### src/rtl/dps_pkg.sv
// Shared types, character codes and helpers for the drive path sanitiser.
`timescale 1ns / 1ps
`default_nettype none
package dps_pkg;

   localparam int MaxPathBytesDefault = 256;
   localparam int MountWidth          = 26;

   localparam logic [7:0] CharNul          = 8'h00;
   localparam logic [7:0] CharColon        = 8'h3A;
   localparam logic [7:0] CharSlash        = 8'h2F;
   localparam logic [7:0] CharBackslash    = 8'h5C;
   localparam logic [7:0] CharDot          = 8'h2E;
   localparam logic [7:0] CharDriveDefault = 8'h43;
   localparam logic [7:0] CharUpperA       = 8'h41;
   localparam logic [7:0] CharUpperZ       = 8'h5A;
   localparam logic [7:0] CharLowerA       = 8'h61;
   localparam logic [7:0] CharLowerZ       = 8'h7A;
   localparam logic [7:0] CaseOffset       = 8'h20;

   typedef enum logic [2:0] {
      STATUS_OK          = 3'd0,
      STATUS_EMPTY       = 3'd1,
      STATUS_UNSAFE      = 3'd2,
      STATUS_TOO_LONG    = 3'd3,
      STATUS_NOT_MOUNTED = 3'd4
   } status_type;

   typedef enum logic [1:0] {
      PHASE_FIRST  = 2'd0,
      PHASE_SECOND = 2'd1,
      PHASE_BODY   = 2'd2
   } phase_type;

   typedef enum logic [1:0] {
      COMP_START  = 2'd0,
      COMP_ONEDOT = 2'd1,
      COMP_TWODOT = 2'd2,
      COMP_OTHER  = 2'd3
   } comp_type;

   typedef struct packed {
      logic       is_verdict;
      logic [7:0] path_char;
      status_type status;
      logic [4:0] volume_index;
      logic [7:0] path_length;
      logic       last_of_item;
   } rsp_item_type;

   // up to two result beats produced by one request beat, in order
   typedef struct packed {
      logic [1:0]   count;
      rsp_item_type first;
      rsp_item_type second;
   } push_type;

   function automatic logic [7:0] fold_case(logic [7:0] c);
      logic [7:0] r;
      r = c;
      if (c >= CharLowerA && c <= CharLowerZ) begin
         r = c - CaseOffset;
      end
      return r;
   endfunction

endpackage
`default_nettype wire

### src/rtl/dps_if.sv
// Request and response channel interfaces of the drive path sanitiser.
`timescale 1ns / 1ps
`default_nettype none
interface dps_req_if;
   logic       valid;
   logic       ready;
   logic [7:0] char_code;

   modport source (output valid, output char_code, input ready);
   modport sink (input valid, input char_code, output ready);
endinterface

interface dps_rsp_if import dps_pkg::*; ();
   logic             valid;
   logic             ready;
   logic             is_verdict;
   logic [7:0]       path_char;
   status_type       status;
   logic [4:0]       volume_index;
   logic [7:0]       path_length;
   logic             last_of_item;

   modport source (output valid, output is_verdict, output path_char, output status,
                   output volume_index, output path_length, output last_of_item,
                   input ready);
   modport sink (input valid, input is_verdict, input path_char, input status,
                 input volume_index, input path_length, input last_of_item,
                 output ready);
endinterface
`default_nettype wire

### src/rtl/dps_result_queue.sv
// Two-entry result buffer between the path walker and the response channel.
`timescale 1ns / 1ps
`default_nettype none
module dps_result_queue import dps_pkg::*; (
   input  wire logic     clock,
   input  wire logic     reset,
   input  wire push_type push,
   output logic          room_two,
   dps_rsp_if.source     rsp_beat
);

   rsp_item_type slot_ff [2];
   rsp_item_type slot_in [2];
   logic [1:0]   count_ff;
   logic [1:0]   count_in;
   logic         pop;
   logic [1:0]   base;

   assign pop      = (count_ff != 2'd0) && rsp_beat.ready;
   assign base     = count_ff - {1'b0, pop};
   assign room_two = (base == 2'd0);

   always_comb begin
      slot_in = slot_ff;
      if (pop) begin
         slot_in[0] = slot_ff[1];
      end
      if (push.count != 2'd0) begin
         slot_in[base[0]] = push.first;
      end
      if (push.count == 2'd2) begin
         slot_in[1] = push.second;
      end
      count_in = base + push.count;
   end

   always_ff @(posedge clock) begin
      slot_ff <= slot_in;
      if (reset) begin
         count_ff <= 2'd0;
      end else begin
         count_ff <= count_in;
      end
   end

   assign rsp_beat.valid        = (count_ff != 2'd0);
   assign rsp_beat.is_verdict   = slot_ff[0].is_verdict;
   assign rsp_beat.path_char    = slot_ff[0].path_char;
   assign rsp_beat.status       = slot_ff[0].status;
   assign rsp_beat.volume_index = slot_ff[0].volume_index;
   assign rsp_beat.path_length  = slot_ff[0].path_length;
   assign rsp_beat.last_of_item = slot_ff[0].last_of_item;

endmodule
`default_nettype wire

### src/rtl/dps_core.sv
// Input register, path walking state and per-byte result logic.
`timescale 1ns / 1ps
`default_nettype none
module dps_core import dps_pkg::*; #(
   parameter int MaxPathBytes = MaxPathBytesDefault
) (
   input  wire logic                  clock,
   input  wire logic                  reset,
   input  wire logic [MountWidth-1:0] mounted_letters,
   input  wire logic                  room_two,
   dps_req_if.sink                    req_beat,
   output push_type                   push
);

   localparam int CountWidth = $clog2(MaxPathBytes);
   localparam logic [CountWidth-1:0] EmitLimit = CountWidth'(MaxPathBytes - 1);

   typedef struct packed {
      logic                  skip;
      comp_type              comp;
      logic                  unsafe;
      logic [CountWidth-1:0] count;
      logic                  overflow;
   } walk_type;

   typedef struct packed {
      walk_type   walk;
      logic       emit;
      logic [7:0] ch;
   } step_type;

   localparam walk_type WalkReset = '{skip: 1'b1, comp: COMP_START, unsafe: 1'b0,
                                      count: '0, overflow: 1'b0};

   function automatic step_type walk_byte(walk_type w, logic [7:0] c);
      step_type s;
      logic     sep;
      sep    = (c == CharSlash) || (c == CharBackslash);
      s.walk = w;
      s.emit = 1'b0;
      s.ch   = sep ? CharSlash : c;
      if (!(w.skip && sep)) begin
         s.walk.skip = 1'b0;
         if (c == CharColon) begin
            s.walk.unsafe = 1'b1;
         end
         if (sep) begin
            if (w.comp == COMP_TWODOT) begin
               s.walk.unsafe = 1'b1;
            end
            s.walk.comp = COMP_START;
         end else if (c == CharDot) begin
            unique case (w.comp)
               COMP_START:  s.walk.comp = COMP_ONEDOT;
               COMP_ONEDOT: s.walk.comp = COMP_TWODOT;
               default:     s.walk.comp = COMP_OTHER;
            endcase
         end else begin
            s.walk.comp = COMP_OTHER;
         end
         if (w.count < EmitLimit) begin
            s.walk.count = w.count + CountWidth'(1);
            s.emit       = 1'b1;
         end else begin
            s.walk.overflow = 1'b1;
         end
      end
      return s;
   endfunction

   function automatic rsp_item_type make_verdict(walk_type w, logic [7:0] drive,
                                                  logic [MountWidth-1:0] mounted);
      rsp_item_type r;
      logic         letter_ok;
      logic [4:0]   vol;
      letter_ok      = (drive >= CharUpperA) && (drive <= CharUpperZ);
      vol            = letter_ok ? 5'(drive - CharUpperA) : 5'd0;
      r              = '0;
      r.is_verdict   = 1'b1;
      r.volume_index = vol;
      r.path_length  = 8'(w.count);
      if (w.skip) begin
         r.status = STATUS_EMPTY;
      end else if (w.unsafe || (w.comp == COMP_TWODOT)) begin
         r.status = STATUS_UNSAFE;
      end else if (w.overflow) begin
         r.status = STATUS_TOO_LONG;
      end else if (!letter_ok || !mounted[vol]) begin
         r.status = STATUS_NOT_MOUNTED;
      end else begin
         r.status = STATUS_OK;
      end
      return r;
   endfunction

   function automatic rsp_item_type make_emit(logic [7:0] ch);
      rsp_item_type r;
      r           = '0;
      r.path_char = ch;
      return r;
   endfunction

   logic         in_valid_ff;
   logic         in_valid_in;
   logic [7:0]   in_char_ff;
   phase_type    phase_ff;
   phase_type    phase_in;
   logic [7:0]   held_ff;
   logic [7:0]   held_in;
   logic [7:0]   drive_ff;
   logic [7:0]   drive_in;
   walk_type     walk_ff;
   walk_type     walk_in;

   logic         go;
   logic         take;
   step_type     held_step;
   walk_type     cur_base;
   step_type     cur_step;
   rsp_item_type verdict_item;
   logic         lead_valid;
   rsp_item_type lead_item;
   logic         tail_valid;
   rsp_item_type tail_item;

   assign go             = in_valid_ff && room_two;
   assign req_beat.ready = !in_valid_ff || go;
   assign take           = req_beat.valid && req_beat.ready;
   assign in_valid_in    = take || (in_valid_ff && !go);

   // held first byte is walked ahead of the current one when no drive prefix
   assign held_step    = walk_byte(walk_ff, held_ff);
   assign cur_base     = (phase_ff == PHASE_SECOND) ? held_step.walk : walk_ff;
   assign cur_step     = walk_byte(cur_base, in_char_ff);
   assign verdict_item = make_verdict(cur_base, drive_ff, mounted_letters);

   always_comb begin
      phase_in   = phase_ff;
      held_in    = held_ff;
      drive_in   = drive_ff;
      walk_in    = walk_ff;
      lead_valid = 1'b0;
      lead_item  = make_emit(held_step.ch);
      tail_valid = 1'b0;
      tail_item  = make_emit(cur_step.ch);
      push       = '0;

      if (go) begin
         unique case (phase_ff)
            PHASE_FIRST: begin
               if (in_char_ff == CharNul) begin
                  tail_valid = 1'b1;
                  tail_item  = verdict_item;
               end else begin
                  held_in  = in_char_ff;
                  phase_in = PHASE_SECOND;
               end
            end
            PHASE_SECOND: begin
               if (in_char_ff == CharColon) begin
                  drive_in = fold_case(held_ff);
                  phase_in = PHASE_BODY;
               end else begin
                  lead_valid = held_step.emit;
                  phase_in   = PHASE_BODY;
                  if (in_char_ff == CharNul) begin
                     tail_valid = 1'b1;
                     tail_item  = verdict_item;
                  end else begin
                     tail_valid = cur_step.emit;
                     walk_in    = cur_step.walk;
                  end
               end
            end
            PHASE_BODY: begin
               if (in_char_ff == CharNul) begin
                  tail_valid = 1'b1;
                  tail_item  = verdict_item;
               end else begin
                  tail_valid = cur_step.emit;
                  walk_in    = cur_step.walk;
               end
            end
            default: begin
               phase_in = PHASE_FIRST;
            end
         endcase

         // verdict: whole path state back to reset
         if (in_char_ff == CharNul) begin
            phase_in = PHASE_FIRST;
            held_in  = CharNul;
            drive_in = CharDriveDefault;
            walk_in  = WalkReset;
         end
      end

      if (lead_valid) begin
         push.first  = lead_item;
         push.second = tail_item;
         push.count  = {1'b0, lead_valid} + {1'b0, tail_valid};
         if (tail_valid) begin
            push.second.last_of_item = 1'b1;
         end else begin
            push.first.last_of_item = 1'b1;
         end
      end else begin
         push.first              = tail_item;
         push.first.last_of_item = 1'b1;
         push.count              = {1'b0, tail_valid};
      end
   end

   always_ff @(posedge clock) begin
      if (take) begin
         in_char_ff <= req_beat.char_code;
      end
      if (reset) begin
         in_valid_ff <= 1'b0;
         phase_ff    <= PHASE_FIRST;
         held_ff     <= CharNul;
         drive_ff    <= CharDriveDefault;
         walk_ff     <= WalkReset;
      end else begin
         in_valid_ff <= in_valid_in;
         phase_ff    <= phase_in;
         held_ff     <= held_in;
         drive_ff    <= drive_in;
         walk_ff     <= walk_in;
      end
   end

endmodule
`default_nettype wire

### src/rtl/drive_path_sanitizer_unit.sv
// Top level of the drive path sanitiser: mount mask register, walker and result buffer.
// Takes a path one byte per beat, ended by a zero byte, and returns the relative path
// bytes (backslash turned into slash, drive prefix and leading separators dropped)
// followed by one verdict beat with status, volume index and emitted length. A request
// beat is registered in the input register and walked once the result buffer has room
// for two results; the results land in a two-entry buffer that presents them. One byte is
// accepted per cycle while the response side keeps up; the byte after a drive-less first
// character releases two results and holds the request side, since the two-entry result
// buffer must drain. The user must write the mount mask through csr_write_en and
// csr_write_data only between paths; the block itself does not enforce this.
`timescale 1ns / 1ps
`default_nettype none
module drive_path_sanitizer_unit import dps_pkg::*; #(
   parameter int MaxPathBytes = MaxPathBytesDefault
) (
   input  wire logic                  clock,
   input  wire logic                  reset,
   input  wire logic                  csr_write_en,
   input  wire logic [MountWidth-1:0] csr_write_data,
   dps_req_if.sink                    req_beat,
   dps_rsp_if.source                  rsp_beat
);

   logic [MountWidth-1:0] mounted_ff;
   logic                  room_two;
   push_type              push;

   always_ff @(posedge clock) begin
      if (reset) begin
         mounted_ff <= '0;
      end else if (csr_write_en) begin
         mounted_ff <= csr_write_data;
      end
   end

   dps_core #(
      .MaxPathBytes (MaxPathBytes)
   ) u_core (
      .clock           (clock),
      .reset           (reset),
      .mounted_letters (mounted_ff),
      .room_two        (room_two),
      .req_beat        (req_beat),
      .push            (push)
   );

   dps_result_queue u_queue (
      .clock    (clock),
      .reset    (reset),
      .push     (push),
      .room_two (room_two),
      .rsp_beat (rsp_beat)
   );

endmodule
`default_nettype wire

### src/flat_wrapper.sv
// flat-port wrapper written by rule: the top's interface ports become plain ports
module drive_path_sanitizer_unit_flat import dps_pkg::*;
#(
   parameter int MaxPathBytes = MaxPathBytesDefault
)
  (clock, reset, csr_write_en, csr_write_data, req_beat_valid, req_beat_char_code, req_beat_ready, rsp_beat_valid, rsp_beat_is_verdict, rsp_beat_path_char, rsp_beat_status, rsp_beat_volume_index, rsp_beat_path_length, rsp_beat_last_of_item, rsp_beat_ready);
  dps_req_if req_beat_i ();
  dps_rsp_if rsp_beat_i ();
  input  wire logic clock;
  input  wire logic reset;
  input  wire logic csr_write_en;
  input  wire logic [MountWidth-1:0] csr_write_data;
  input wire logic [$bits(req_beat_i.valid)-1:0] req_beat_valid;
  input wire logic [$bits(req_beat_i.char_code)-1:0] req_beat_char_code;
  output wire logic [$bits(req_beat_i.ready)-1:0] req_beat_ready;
  output wire logic [$bits(rsp_beat_i.valid)-1:0] rsp_beat_valid;
  output wire logic [$bits(rsp_beat_i.is_verdict)-1:0] rsp_beat_is_verdict;
  output wire logic [$bits(rsp_beat_i.path_char)-1:0] rsp_beat_path_char;
  output wire logic [$bits(rsp_beat_i.status)-1:0] rsp_beat_status;
  output wire logic [$bits(rsp_beat_i.volume_index)-1:0] rsp_beat_volume_index;
  output wire logic [$bits(rsp_beat_i.path_length)-1:0] rsp_beat_path_length;
  output wire logic [$bits(rsp_beat_i.last_of_item)-1:0] rsp_beat_last_of_item;
  input wire logic [$bits(rsp_beat_i.ready)-1:0] rsp_beat_ready;
  assign req_beat_i.valid = req_beat_valid;
  assign req_beat_i.char_code = req_beat_char_code;
  assign req_beat_ready = req_beat_i.ready;
  assign rsp_beat_valid = rsp_beat_i.valid;
  assign rsp_beat_is_verdict = rsp_beat_i.is_verdict;
  assign rsp_beat_path_char = rsp_beat_i.path_char;
  assign rsp_beat_status = rsp_beat_i.status;
  assign rsp_beat_volume_index = rsp_beat_i.volume_index;
  assign rsp_beat_path_length = rsp_beat_i.path_length;
  assign rsp_beat_last_of_item = rsp_beat_i.last_of_item;
  assign rsp_beat_i.ready = rsp_beat_ready;
  drive_path_sanitizer_unit #(.MaxPathBytes(MaxPathBytes)) u_core (.clock(clock), .reset(reset), .csr_write_en(csr_write_en), .csr_write_data(csr_write_data), .req_beat(req_beat_i), .rsp_beat(rsp_beat_i));
endmodule
### config.mk
export PLATFORM = sky130hd
export DESIGN_NAME = drive_path_sanitizer_unit_flat
export DESIGN_NICKNAME = d
export VERILOG_FILES = /design/src/rtl/dps_pkg.sv /design/src/rtl/dps_if.sv /design/src/rtl/dps_result_queue.sv /design/src/rtl/dps_core.sv /design/src/rtl/drive_path_sanitizer_unit.sv /design/src/flat_wrapper.sv
export SDC_FILE = /design/constraint.sdc
export NUM_CORES = 1
export LEC_CHECK = 0
export BUFFER_PORTS_ARGS = -buffer_cell sky130_fd_sc_hd__buf_2
export CAP_MARGIN = 40
export CORE_MARGIN = 1.5
export CORE_UTILIZATION = 31
export CTS_CLUSTER_DIAMETER = 40
export DETAILED_ROUTE_END_ITERATION = 8
export PLACE_DENSITY_LB_ADDON = 0.1
export SYNTH_ARGS = -nofsm -noshare
export SYNTH_HDL_FRONTEND = slang
export SYNTH_HIERARCHICAL = 1
export SYNTH_SLANG_ARGS = --single-unit
### constraint.sdc
create_clock -name clock -period 7.95 [get_ports clock]
set_clock_uncertainty 0.1 [all_clocks]
set_input_delay 1.59 -clock clock [delete_from_list [all_inputs] [get_ports clock]]
set_output_delay 1.59 -clock clock [all_outputs]
set_load 0.02 [all_outputs]
== Yosys cells after proc, flatten, opt, wreduce, memory -nomap -nowiden ==
Cells that the tools add are included.

* $add $sub $neg: 7
* Magnitude comparators: 9
* Equality and inequality tests: 17
* Mux-type cells: 63
* Bitwise operators: 1
* Reductions and logical operators: 36

{| class="wikitable"
|+ Operators by type and width
! operator !! count
|-
| 26-bit two-way mux || 7
|-
| 8-bit two-way mux || 10
|-
| 52-bit bitwise mux || 1
|-
| 52-bit two-way mux || 1
|-
| 26-bit case mux with 2 select lines || 1
|-
| 8-bit by 6-bit == test with 1-bit output (second input constant) || 6
|-
| 13-bit two-way mux || 3
|-
| 14-bit two-way mux || 2
|-
| 28-bit two-way mux || 1
|-
| 26-bit demux with 1-bit select || 1
|-
| 13-bit case mux with 2 select lines || 1
|-
| 1-bit two-way mux || 20
|-
| 8-bit by 1-bit adder with 8-bit output (second input constant) || 2
|-
| 8-bit by 7-bit == test with 1-bit output (second input constant) || 2
|-
| 8-bit by 7-bit >= comparator with 1-bit output (second input constant) || 2
|-
| 8-bit by 7-bit less-or-equal comparator with 1-bit output (second input constant) || 2
|-
| 8-bit < comparator (second input constant) || 2
|-
| 3-bit two-way mux || 4
|-
| 2-bit nonzero test || 6
|-
| 2-bit two-way mux || 5
|-
| 1-bit logical AND || 9
|-
| 2-bit == test (second input constant) || 4
|-
| 2-bit zero test || 4
|-
| 8-bit zero test || 1
|-
| other kinds (23) || 36
|}

* Bits in registers: 120
* Output and inout bits: 28
* Logic and storage cells: 157

== Longest topological paths before layout ==
Gate-level depths: netlist of the first run.

* Word-level depth: 20
* Depth in mapped cells: 21

== Modules after synthesis ==
Netlist of the first run, hierarchy kept.

{| class="wikitable"
|+ Modules (own cells, without submodules)
! module !! instances !! cells each !! area an instance (µm²)
|-
| dps_core || 1 || 437 || 3211.8
|-
| dps_result_queue || 1 || 215 || 2448.6
|-
| drive_path_sanitizer_unit || 1 || 84 || 943.4
|}

== Worst setup path after synthesis of the first run ==
OpenSTA, ideal clock, no wires.

* Path type: register to register
* Start: register u_core/u_core/walk_ff[1] (netlist name)
* End: register u_core/u_queue/slot_ff[0] (netlist name), enable pin
* Setup time: 0.384 ns
* Data arrival time: 3.939 ns
* Required time: 7.466 ns
* Setup slack: 3.527 ns
* Stages on the path, launching flop included: 18
* Buffers on the path: 1
* Path through: dfxtp_1 ha_1 nand3_1 o21a_1 a21boi_4 mux2i_1 inv_1 ha_1 nand2b_1 mux2_4 nor3_2 a21oi_2 o21ai_1 a221oi_1 ha_1 nor2b_1 buf_1 or2_1

{| class="wikitable"
|+ RTL lines
! element !! RTL line !! source
|-
| from (decl) || dps_core.sv:112 || <nowiki>walk_type walk_ff;</nowiki>
|-
| from (signal assigned) || dps_core.sv:223 || <nowiki>walk_ff <= WalkReset;</nowiki>
|-
| from (signal assigned) || dps_core.sv:229 || <nowiki>walk_ff <= walk_in;</nowiki>
|-
| to (signal assigned) || dps_result_queue.sv:38 || <nowiki>slot_ff <= slot_in;</nowiki>
|-
| to (decl) || dps_result_queue.sv:12 || <nowiki>rsp_item_type slot_ff [2];</nowiki>
|}

==> results of run 1 <==
## how the worst min path moves through the flow
stage	from	to	slack, ns	cells past startpoint
2_1_floorplan	u_core/mounted_ff[22]	u_core/mounted_ff[22]	0.35	2
3_3_place_gp	u_core/mounted_ff[16]	u_core/mounted_ff[16]	0.37	2
3_5_place_dp	u_core/mounted_ff[22]	u_core/mounted_ff[22]	0.38	2
4_1_cts	u_core/mounted_ff[25]	u_core/mounted_ff[25]	0.40	2
5_1_grt	u_core/mounted_ff[18]	u_core/mounted_ff[18]	0.43	2
6_report	u_core/mounted_ff[25]	u_core/mounted_ff[25]	0.39	2
## cell families after synthesis
kind of cell               after synthesis  share of synthesized area
AOI/OAI and AO/OA                      160                      0.164
xor gates and xnor gates                14                     0.0186
adders and majority gates                8                     0.0152
buffers and inverters                   80                     0.0741
DFF                                    120                      0.415
muxes                                   72                      0.111
and+or+nand+nor                        282                      0.202
## state kept, by name (all words and copies together) (netlist names), 5 cells and up
signal and cells:
u_core/mounted_ff 26, u_core/u_core/drive_ff 8, u_core/u_core/held_ff 8, u_core/u_core/in_char_ff 8
u_core/u_core/walk_ff 13, u_core/u_queue/rsp_beat.path_char 8, u_core/u_queue/rsp_beat.path_length 8, u_core/u_queue/rsp_beat.volume_index 5
u_core/u_queue/slot_ff 26
## worst reg2reg max path, delay by kind of cell (launching register included)
kind                       cells  cell delay [ns]
DFF                            1             0.49
muxes                          2             0.52
AOI/OAI and AO/OA              5             1.35
buffers and inverters          3             0.54
and+or+nand+nor                5             1.29
adders and majority gates      2             0.54
## cell usage in the layout, fill, tap and decap left out, types with 7 or more instances in the layout
cell type,synthesis,final
nand2b_1,7,7
buf_2,5,66
nand3_1,16,16
mux2i_1,67,67
o21ai_1,10,10
nand2_1,86,86
inv_1,12,12
and2_1,9,9
nor2_1,95,95
clkbuf_16,0,19
dfxtp_1,86,86
xnor2_1,9,9
nor2b_1,7,7
nor3_1,25,25
a21oi_1,37,37
edfxtp_1,34,34
o21ai_0,37,37
ha_1,8,8
a22o_1,30,30
## power breakdown
group | internal, mW | leakage, nW | switching (mW)
clock network | 0.499 | 0.293 | 0.279
logic | 0.0825 | 1.76 | 0.130
registers | 0.682 | 1.02 | 0.0340
total | 1.26 | 3.07 | 0.443
## layout make-up
cell class / instances / area [um2]
Clock buffer: 26 / 542
Clock inverter: 6 / 60.1
Fill cell: 2223 / 13400
Inverter: 12 / 45.0
Multi-Input combinational cell: 536 / 3380
Sequential cell: 120 / 2740
Tap cell: 275 / 344
Timing Repair Buffer: 72 / 403
## layer usage
metal | GRT usage | up-vias | part of all wire
li1 | - | 2645 | -
met1 | 0.218 | 2502 | 0.50
met2 | 0.241 | 138 | 0.45
met3 | 0.0376 | 14 | 0.046
met4 | 0.0416 | 0 | 0.0089
met5 | 0 | - | 0
==> impl_metrics.env, run 1 <==
export IMPL_grt_overflow_total=0
export IMPL_grt_pass1_wl_mm=26.8
export IMPL_drive_gt1_frac=0.161
export IMPL_final_setup_worst_slack_ns=2.82
export IMPL_clk_latency_ns=0.42
export IMPL_route_detailed_wl_per_inst_um=16.1
export IMPL_totalNegativeSetupSlack_ns=0
export IMPL_worst_ep_required_time_ns=7.97
export IMPL_power_mw=1.71
export IMPL_yosys_warnings=6
export IMPL_worst_slew_pin_transition_ns=0.841
export IMPL_async_flop_share=0
export IMPL_result_of_the_run="finished, final reports clean"
export IMPL_worst_r2r_startpoint="u_core/u_core/phase_ff[0]"
export IMPL_hpwlAfterDp_mm=12.3
export IMPL_wl_mm=16.8
export IMPL_n_antenna_cell=0
export IMPL_unrepaired_setup_endpoints_after_global_routing="no"
export IMPL_ioPinCount=67
export IMPL_path_class="register to register"
export IMPL_cts_root_buffer="clkbuf_16"
export IMPL_post_cts_repair_setup_buffers=0
export IMPL_final_design_utilization=0.359
export IMPL_crit_path_top_delay_cell="nor2b_1"
export IMPL_layoutNonFillerInstCount=1047
export IMPL_place_gp_congestion=0.859
export IMPL_post_synth_top_area_fraction=0.261
export IMPL_floorplan_die_width_um=149
export IMPL_cp_num_cells=17
export IMPL_design_die_area_mm2=0.0222
export IMPL_cp_cell_sequence="nor2b_1 -> o21a_1 -> a21boi_4 -> mux2i_1 -> inv_1 -> ha_1 -> nand2b_1 -> mux2_4 -> nor3_2 -> a21oi_2 -> o21ai_1 -> a221oi_1 -> ha_1 -> and2_1 -> buf_8 -> or2_1 -> buf_16"
export IMPL_synth_top_cells_by_area="dfxtp_1 26%, edfxtp_1 15%, mux2i_1 10%, nor2_1 5.4%, nand2_1 4.9%"
export IMPL_initial_core_util=0.315
export IMPL_post_route_period_util=0.646
export IMPL_synth_top_cells_by_count="95 x nor2_1, 86 x dfxtp_1, 86 x nand2_1"
export IMPL_syn_avg_cell_area_um2=8.97
export IMPL_grt_usage=0.156
export IMPL_worst_ep_arrival_time_ns=5.15
export IMPL_numPlacedInstances=1015
export IMPL_cts_htree_levels=4
export IMPL_syn_area_mm2=0.00660
export IMPL_worst_r2r_setup_slack_ns=2.82
export IMPL_critical_path_reg2reg_endpoint="u_core/u_queue/slot_ff[13]"
export IMPL_critPathMostFrequentCell="ha_1"
export IMPL_drt_pass1_iterations=6
export IMPL_critical_path_peak_fanout=23
export IMPL_slowest_delay_ns=0.50
export IMPL_clock_fmax_ghz=0.195
export IMPL_hold_path_class="register to register"
export IMPL_powerDensity_mw_per_mm2=227
export IMPL_max_cap_violations=0
export IMPL_cp_endpoint="u_core/u_queue/slot_ff[13]"
export IMPL_synth_edf_count=34
export IMPL_ys_seq_area_frac=0.415
export IMPL_drv_slew=0
export IMPL_netlist_top_cell_by_area="dfxtp_1"
export IMPL_place_worst_setup_slack_ns=2.80
export IMPL_post_synth_num_cell_types=69
export IMPL_vdd_ir_drop_max_uv=130
export IMPL_finalHoldWorstSlack_ns=0.392
export IMPL_cts_max_path_buffers=2
export IMPL_dominantRegCellSynth="dfxtp_1"
export IMPL_cts_tree="yes"
export IMPL_area_growth_syn_to_layout_pct=13.8
export IMPL_detailroute_via_count=5299
export IMPL_worstSetupStartpointType="register"
export IMPL_drc=0
export IMPL_critPathCaptureType="register"
export IMPL_core_mm2=0.0210
export IMPL_antenna_violations_before_repair=0
export IMPL_cts_repair_resized=0
export IMPL_critPathLaunch="u_core/u_core/phase_ff[0]"
export IMPL_pin_count_of_the_biggest_net_entering_global_routing=54
export IMPL_post_synth_inst_count=736
export IMPL_post_route_standard_cell_area_excluding_fillers_mm2=0.00751
export IMPL_die_h_um=149
export IMPL_post_route_min_period_ns=5.13
export IMPL_worst_path_buf_inv=3
export IMPL_power_leakage_nw=3.07
export IMPL_mappedNetlistNets=783
export IMPL_postPlaceCellArea_mm2=0.00691
export IMPL_clock_sinks=120
export IMPL_buffer_ports_inserted=66
export IMPL_final_net_count=806
export IMPL_grt_pass1_vias=4976
export IMPL_post_synth_top_count_cell="nor2_1"
export IMPL_cells_on_worst_reg2reg_path=17
export IMPL_ant_nets=0
export IMPL_ys_ff_latch=120
export IMPL_num_rows=53
export IMPL_hold_buffers=0
export IMPL_tritoncts_num_buffers=17
export IMPL_cts_clk_slew_worst_paths_ns=0.06
export IMPL_drt_vias_per_instance=5.06
export IMPL_cp_top_family="compound AO/OA/AOI/OAI gates"
export IMPL_drt_initial_drc_count=375
export IMPL_report_final_hold_viol_count=0
export IMPL_setup_violations=0
export IMPL_slew_headroom=0.435
(Power assumes the default switching activity.)
==> run 2: changes to the inputs <==
clock period = 4.5 ns   (was 7.95 ns; I/O delays follow)
==> impl_metrics.env, run 2 (synthesized netlist as in run 1, its figures left out) <==
export IMPL_result_of_the_run="finished, final reports clean"
export IMPL_antenna_violations_before_repair=0
export IMPL_grt_overflow_total=0
export IMPL_seq_area_mm2=0.00274
export IMPL_worstSetupStartpointType="register"
export IMPL_clk_latency_ns=0.41
export IMPL_worst_r2r_startpoint="u_core/u_core/held_ff[0]"
export IMPL_grt_pass1_wl_mm=27.7
export IMPL_worst_ep_required_time_ns=4.50
export IMPL_post_route_min_period_ns=4.18
export IMPL_mostFrequentLayoutCells="95 x nor2_1, 86 x dfxtp_1, 86 x nand2_1"
export IMPL_layoutNonFillerInstCount=1060
export IMPL_powerDensity_mw_per_mm2=404
export IMPL_hold_buffers=0
export IMPL_drt_vias_per_instance=5.10
export IMPL_cts_htree_levels=4
export IMPL_worst_r2r_setup_slack_ns=0.32
export IMPL_drc=0
export IMPL_hold_depth=2
export IMPL_clock_sinks=120
export IMPL_drt_pass1_iterations=4
export IMPL_cts_clk_slew_worst_paths_ns=0.05
export IMPL_ant_nets=0
export IMPL_place_gp_congestion=0.815
export IMPL_vdd_ir_drop_max_uv=251
export IMPL_cts_max_path_buffers=2
export IMPL_worst_slew_pin_transition_ns=0.866
export IMPL_final_design_utilization=0.364
export IMPL_die_h_um=149
export IMPL_power_leakage_nw=3.13
export IMPL_most_frequent_standard_cell_in_the_layout_excluding_fill_and_tap_cells="nor2_1"
export IMPL_critPathCaptureType="register"
export IMPL_critical_path_peak_fanout=26
export IMPL_floorplan_die_width_um=149
export IMPL_max_cap_violations=0
export IMPL_power_mw=3.08
export IMPL_tritoncts_num_buffers=17
export IMPL_post_cts_repair_setup_buffers=0
export IMPL_hold_path_startpoint="u_core/mounted_ff[0]"
export IMPL_clock_fmax_ghz=0.239
export IMPL_totalNegativeSetupSlack_ns=0
export IMPL_nFillCells=2180
export IMPL_drv_slew=0
export IMPL_num_rows=53
export IMPL_slew_headroom=0.421
export IMPL_final_net_count=819
export IMPL_route_detailed_wl_per_inst_um=16.2
export IMPL_numPlacedInstances=1028
export IMPL_cts_root_buffer="clkbuf_16"
export IMPL_layout_top_registers="u_core/mounted_ff x26, u_core/u_queue/slot_ff x26, u_core/u_core/walk_ff x13"
export IMPL_n_antenna_cell=0
export IMPL_buffer_ports_inserted=66
export IMPL_path_class="register to register"
export IMPL_hpwlAfterDp_mm=12.2
export IMPL_cts_tree="yes"
export IMPL_multiInputGateArea_mm2=0.00339
export IMPL_worst_ep_arrival_time_ns=4.18
export IMPL_drt_initial_drc_count=349
export IMPL_core_mm2=0.0210
export IMPL_setup_violations=0
export IMPL_ioPinCount=67
export IMPL_area_growth_syn_to_layout_pct=15.4
export IMPL_grt_usage=0.160
export IMPL_grt_pass1_vias=5182
export IMPL_initial_core_util=0.315
export IMPL_unrepaired_setup_endpoints_after_global_routing="no"
export IMPL_hold_path_class="register to register"
export IMPL_drive_gt1_frac=0.177
export IMPL_post_route_period_util=0.929
export IMPL_design_die_area_mm2=0.0222
export IMPL_hold_path_end="u_core/mounted_ff[0]"
export IMPL_report_final_hold_viol_count=0
export IMPL_critical_path_reg2reg_endpoint="u_core/u_queue/slot_ff[13]"
export IMPL_wl_mm=17.1
export IMPL_pin_count_of_the_biggest_net_entering_global_routing=53
export IMPL_cells_on_worst_reg2reg_path=16
export IMPL_detailroute_via_count=5409
==> run 2: worst max path at each step <==
stage                                             to  slack (ns)  depth (start not counted)                      from
after detailed placement   u_core/u_queue/slot_ff[9]        0.25                         16  u_core/u_core/held_ff[0]
after global routing      u_core/u_queue/slot_ff[11]        0.06                         16  u_core/u_core/held_ff[0]
final                     u_core/u_queue/slot_ff[13]        0.32                         16  u_core/u_core/held_ff[0]
after global placement    u_core/u_queue/slot_ff[10]        0.39                         16  u_core/u_core/held_ff[4]
after CTS                 u_core/u_queue/slot_ff[11]        0.23                         16  u_core/u_core/held_ff[4]
after floorplan            u_core/u_queue/slot_ff[0]        0.08                         17  u_core/u_core/walk_ff[1]
==> run 2: cell type report <==
cell class / instances / share of cell area
clock inverter: 13 / 0.0235
clock buffer: 19 / 0.0568
tap: 275 / 0.0451
inverter: 12 / 0.00591
timing repair buffer: 85 / 0.0639
sequential: 120 / 0.360
multi-input combinational: 536 / 0.445
==> run 2: stage by stage <==
step	setup WS (ns)	instance area, um2	hold slack (ns)
final	0.318	7620	0.392
after global routing	0.0618	7620	0.420
after CTS	0.234	7600	0.400
after detailed placement	0.250	6990	0.384
after global placement	0.388	6990	0.375
after floorplan	0.0771	6600	0.352
==> run 2: worst max-delay path, stage by stage (launching register included) <==
cell,delay [ns]
dfxtp_1,0.47
nor4bb_2,0.41
a22o_2,0.28
a21boi_4,0.08
buf_4,0.16
xnor2_1,0.22
ha_1,0.24
nand2_1,0.06
mux2_4,0.30
nor3_2,0.22
a21oi_2,0.12
o21ai_1,0.13
a221oi_2,0.11
ha_1,0.40
and2_1,0.19
or2_1,0.12
buf_6,0.25
==> run 2: routing by layer <==
metal,share of wire,track usage,vias up
met3,0.043,0.0312,19
met4,0.017,0.0599,0
met1,0.50,0.225,2575
li1,-,-,2681
met5,0,0,-
met2,0.44,0.241,134
==> run 2: timing repair <==
action                                  in CTS  in global routing
resized for setup                            0                  3
endpoints found under the setup margin       0                 53
endpoints found under the hold margin        0                  0
==> run 2: report_power, final <==
group / total, mW / switching (mW) / leakage, nW / internal, mW
sequential: 1.26 / 0.0562 / 1.02 / 1.21
clock: 1.43 / 0.510 / 0.290 / 0.922
combinational: 0.388 / 0.236 / 1.82 / 0.152
total: 3.08 / 0.802 / 3.13 / 2.28
==> run 3: changes to the inputs <==
ABC_AREA = 1   (was default)
CORE_UTILIZATION = 45   (was 31)
==> impl_metrics.env, run 3 <==
export IMPL_clock_sinks=120
export IMPL_clk_latency_ns=0.41
export IMPL_synth_top_cells_by_area="dfxtp_1 24%, edfxtp_1 14%, nand2_1 14%, nor2_1 7.2%, inv_1 6.9%"
export IMPL_async_flop_share=0
export IMPL_nFillCells=1674
export IMPL_ant_nets=0
export IMPL_wl_mm=17.3
export IMPL_final_design_utilization=0.507
export IMPL_die_h_um=130
export IMPL_postPlaceCellArea_mm2=0.00743
export IMPL_most_frequent_standard_cell_in_the_layout_excluding_fill_and_tap_cells="nand2_1"
export IMPL_synth_area_mux_share=0
export IMPL_post_route_min_period_ns=3.90
export IMPL_clock_fmax_ghz=0.256
export IMPL_post_route_standard_cell_area_excluding_fillers_mm2=0.00799
export IMPL_drive_gt1_frac=0.145
export IMPL_syn_area_mm2=0.00723
export IMPL_path_class="register to register"
export IMPL_synth_adder_area_share=0.0139
export IMPL_totalNegativeSetupSlack_ns=0
export IMPL_place_gp_congestion=0.960
export IMPL_drv_slew=0
export IMPL_area_fraction_in_compound_gates_after_synthesis=0.107
export IMPL_ioPinCount=67
export IMPL_hold_depth=2
export IMPL_design_die_area_mm2=0.0168
export IMPL_final_net_count=1131
export IMPL_crit_path_top_delay_cell="ha_1"
export IMPL_hold_path_class="register to register"
export IMPL_cts_repair_resized=0
export IMPL_cts_htree_levels=4
export IMPL_antenna_violations_before_repair=0
export IMPL_drt_vias_per_instance=4.87
export IMPL_worst_slew_pin_transition_ns=0.843
export IMPL_fraction_of_synthesized_cell_area_in_xor_and_xnor_cells=0.00364
export IMPL_cells_on_worst_reg2reg_path=19
export IMPL_core_mm2=0.0158
export IMPL_vdd_ir_drop_max_uv=289
export IMPL_worst_path_buf_inv=2
export IMPL_cts_root_buffer="clkbuf_16"
export IMPL_cp_num_cells=19
export IMPL_report_final_hold_viol_count=0
export IMPL_critical_path_peak_fanout=28
export IMPL_initial_core_util=0.458
export IMPL_cp_cell_sequence="inv_1 -> nand2_2 -> nor2_2 -> nand2_1 -> nand2_4 -> nand2_4 -> nand3_1 -> nand2_1 -> nand2_1 -> ha_1 -> nand3_2 -> nor2_4 -> nand3_4 -> nand2_4 -> o21ai_0 -> ha_1 -> nand2_4 -> o21ai_2 -> buf_4"
export IMPL_post_cts_repair_setup_buffers=0
export IMPL_yosys_warnings=6
export IMPL_netlist_top_cell_by_area="dfxtp_1"
export IMPL_critPathMostFrequentCell="nand2_4"
export IMPL_cts_max_path_buffers=2
export IMPL_synth_simple_area_share=0.355
export IMPL_power_mw=2.86
export IMPL_slowest_delay_ns=0.48
export IMPL_grt_usage=0.219
export IMPL_grt_pass1_wl_mm=29.0
export IMPL_worst_r2r_setup_slack_ns=0.60
export IMPL_drc=0
export IMPL_drt_pass1_iterations=5
export IMPL_cts_tree="yes"
export IMPL_setup_violations=0
export IMPL_powerDensity_mw_per_mm2=358
export IMPL_max_cap_violations=0
export IMPL_synth_top_cells_by_count="271 x nand2_1, 139 x nor2_1, 132 x inv_1"
export IMPL_buffer_ports_inserted=66
export IMPL_worst_ep_required_time_ns=4.48
export IMPL_power_leakage_nw=3.69
export IMPL_post_synth_top_count_cell="nand2_1"
export IMPL_hold_buffers=0
export IMPL_grt_overflow_total=0
export IMPL_ys_ff_latch=120
export IMPL_post_route_period_util=0.867
export IMPL_cp_top_family="simple AND/OR/NAND/NOR gates"
export IMPL_critPathCaptureType="register"
export IMPL_area_growth_syn_to_layout_pct=10.6
export IMPL_num_rows=46
export IMPL_syn_avg_cell_area_um2=6.86
export IMPL_mostFrequentLayoutCells="271 x nand2_1, 139 x nor2_1, 132 x inv_1"
export IMPL_post_synth_inst_count=1054
export IMPL_detailroute_via_count=6389
export IMPL_post_synth_num_cell_types=49
export IMPL_n_antenna_cell=0
export IMPL_cts_clk_slew_worst_paths_ns=0.05
export IMPL_dominantRegCellSynth="dfxtp_1"
export IMPL_main_combinational_cell_family_by_area_after_synthesis="simple AND/OR/NAND/NOR gates"
export IMPL_worst_ep_arrival_time_ns=3.88
export IMPL_tritoncts_num_buffers=17
export IMPL_pin_count_of_the_biggest_net_entering_global_routing=53
export IMPL_layout_top_registers="u_core/mounted_ff x26, u_core/u_queue/slot_ff x26, u_core/u_core/walk_ff x13"
export IMPL_mappedNetlistNets=1101
export IMPL_floorplan_die_width_um=130
export IMPL_ys_seq_area_frac=0.380
export IMPL_drt_initial_drc_count=434
export IMPL_post_synth_top_area_fraction=0.238
export IMPL_worstSetupStartpointType="register"
export IMPL_route_detailed_wl_per_inst_um=13.2
export IMPL_slew_headroom=0.438
export IMPL_result_of_the_run="finished, final reports clean"
export IMPL_grt_pass1_vias=5821
export IMPL_hpwlAfterDp_mm=12.8
export IMPL_synth_edf_count=34
export IMPL_unrepaired_setup_endpoints_after_global_routing="no"
-- run 3: cell types whose count changed after synthesis, moves of 11 or more --
cell,change
nor3_1,-20
o21ai_0,+34
mux2i_1,-67
nand2_1,+185
nand3_1,+81
nand2_2,+13
inv_1,+120
nor2_1,+44
a22o_1,-30
clkbuf_1,-11
-- run 3: per-stage QoR --
stage          worst slack [ns]  cells  hold slack (ns)
3_5_place_dp              0.515   1281            0.353
3_3_place_gp              0.519   1279            0.353
6_report                  0.599   1313            0.363
2_1_floorplan             0.193   1054            0.334
5_1_grt                   0.244   1313            0.383
4_1_cts                   0.644   1313            0.364
-- run 3: final timing paths --
path,to,from
max,u_core/u_queue/slot_ff[9],u_core/u_core/held_ff[7]
min,u_core/u_core/drive_ff[7],u_core/u_core/drive_ff[7]
max reg2reg,u_core/u_queue/slot_ff[9],u_core/u_core/held_ff[7]
min reg2reg,u_core/u_core/drive_ff[7],u_core/u_core/drive_ff[7]
-- run 3: layer usage --
layer | global-route usage | vias up | share of wire
met5 | 0 | - | 0
met4 | 0.0706 | 0 | 0.016
met3 | 0.0496 | 21 | 0.049
met2 | 0.327 | 165 | 0.43
met1 | 0.313 | 2803 | 0.51
li1 | - | 3400 | -
-- run 3: worst reg2reg max path, cell delays in order (launching register included) --
cell     delay [ns]
dfxtp_1        0.29
inv_1          0.16
nand2_2        0.09
nor2_2         0.15
nand2_1        0.12
nand2_4        0.13
nand2_4        0.13
nand3_1        0.12
nand2_1        0.06
nand2_1        0.17
ha_1           0.24
nand3_2        0.12
nor2_4         0.14
nand3_4        0.14
nand2_4        0.12
o21ai_0        0.13
ha_1           0.48
nand2_4        0.23
o21ai_2        0.11
buf_4          0.33
-- run 3: layout make-up --
type,instances,area [um2],share of cell area
repair buffers,77,413,0.0517
inverters,142,533,0.0667
clock inverters,10,105,0.0131
well taps,216,270,0.0338
flip-flops and latches,120,2740,0.343
multi-input cells,726,3470,0.435
clock buffers,22,454,0.0568
-- run 3: power by group --
| group | leakage [nW] | internal, mW | switching, mW |
|---|---|---|---|
| Clock | 0.267 | 0.821 | 0.470 |
| Combinational | 2.34 | 0.117 | 0.232 |
| Sequential | 1.08 | 1.18 | 0.0454 |
| Total | 3.69 | 2.11 | 0.747 |
-- run 3: cells by family (layout without fill, tap and decap cells) --
| family | after synthesis | count (layout) |
|---|---|---|
| and+or+nand+nor | 572 | 572 |
| buffers and inverters | 208 | 251 |
| AOI/OAI and AO/OA | 143 | 143 |
| DFF | 120 | 120 |
| adders and majority gates | 8 | 8 |
| xor gates and xnor gates | 3 | 3 |
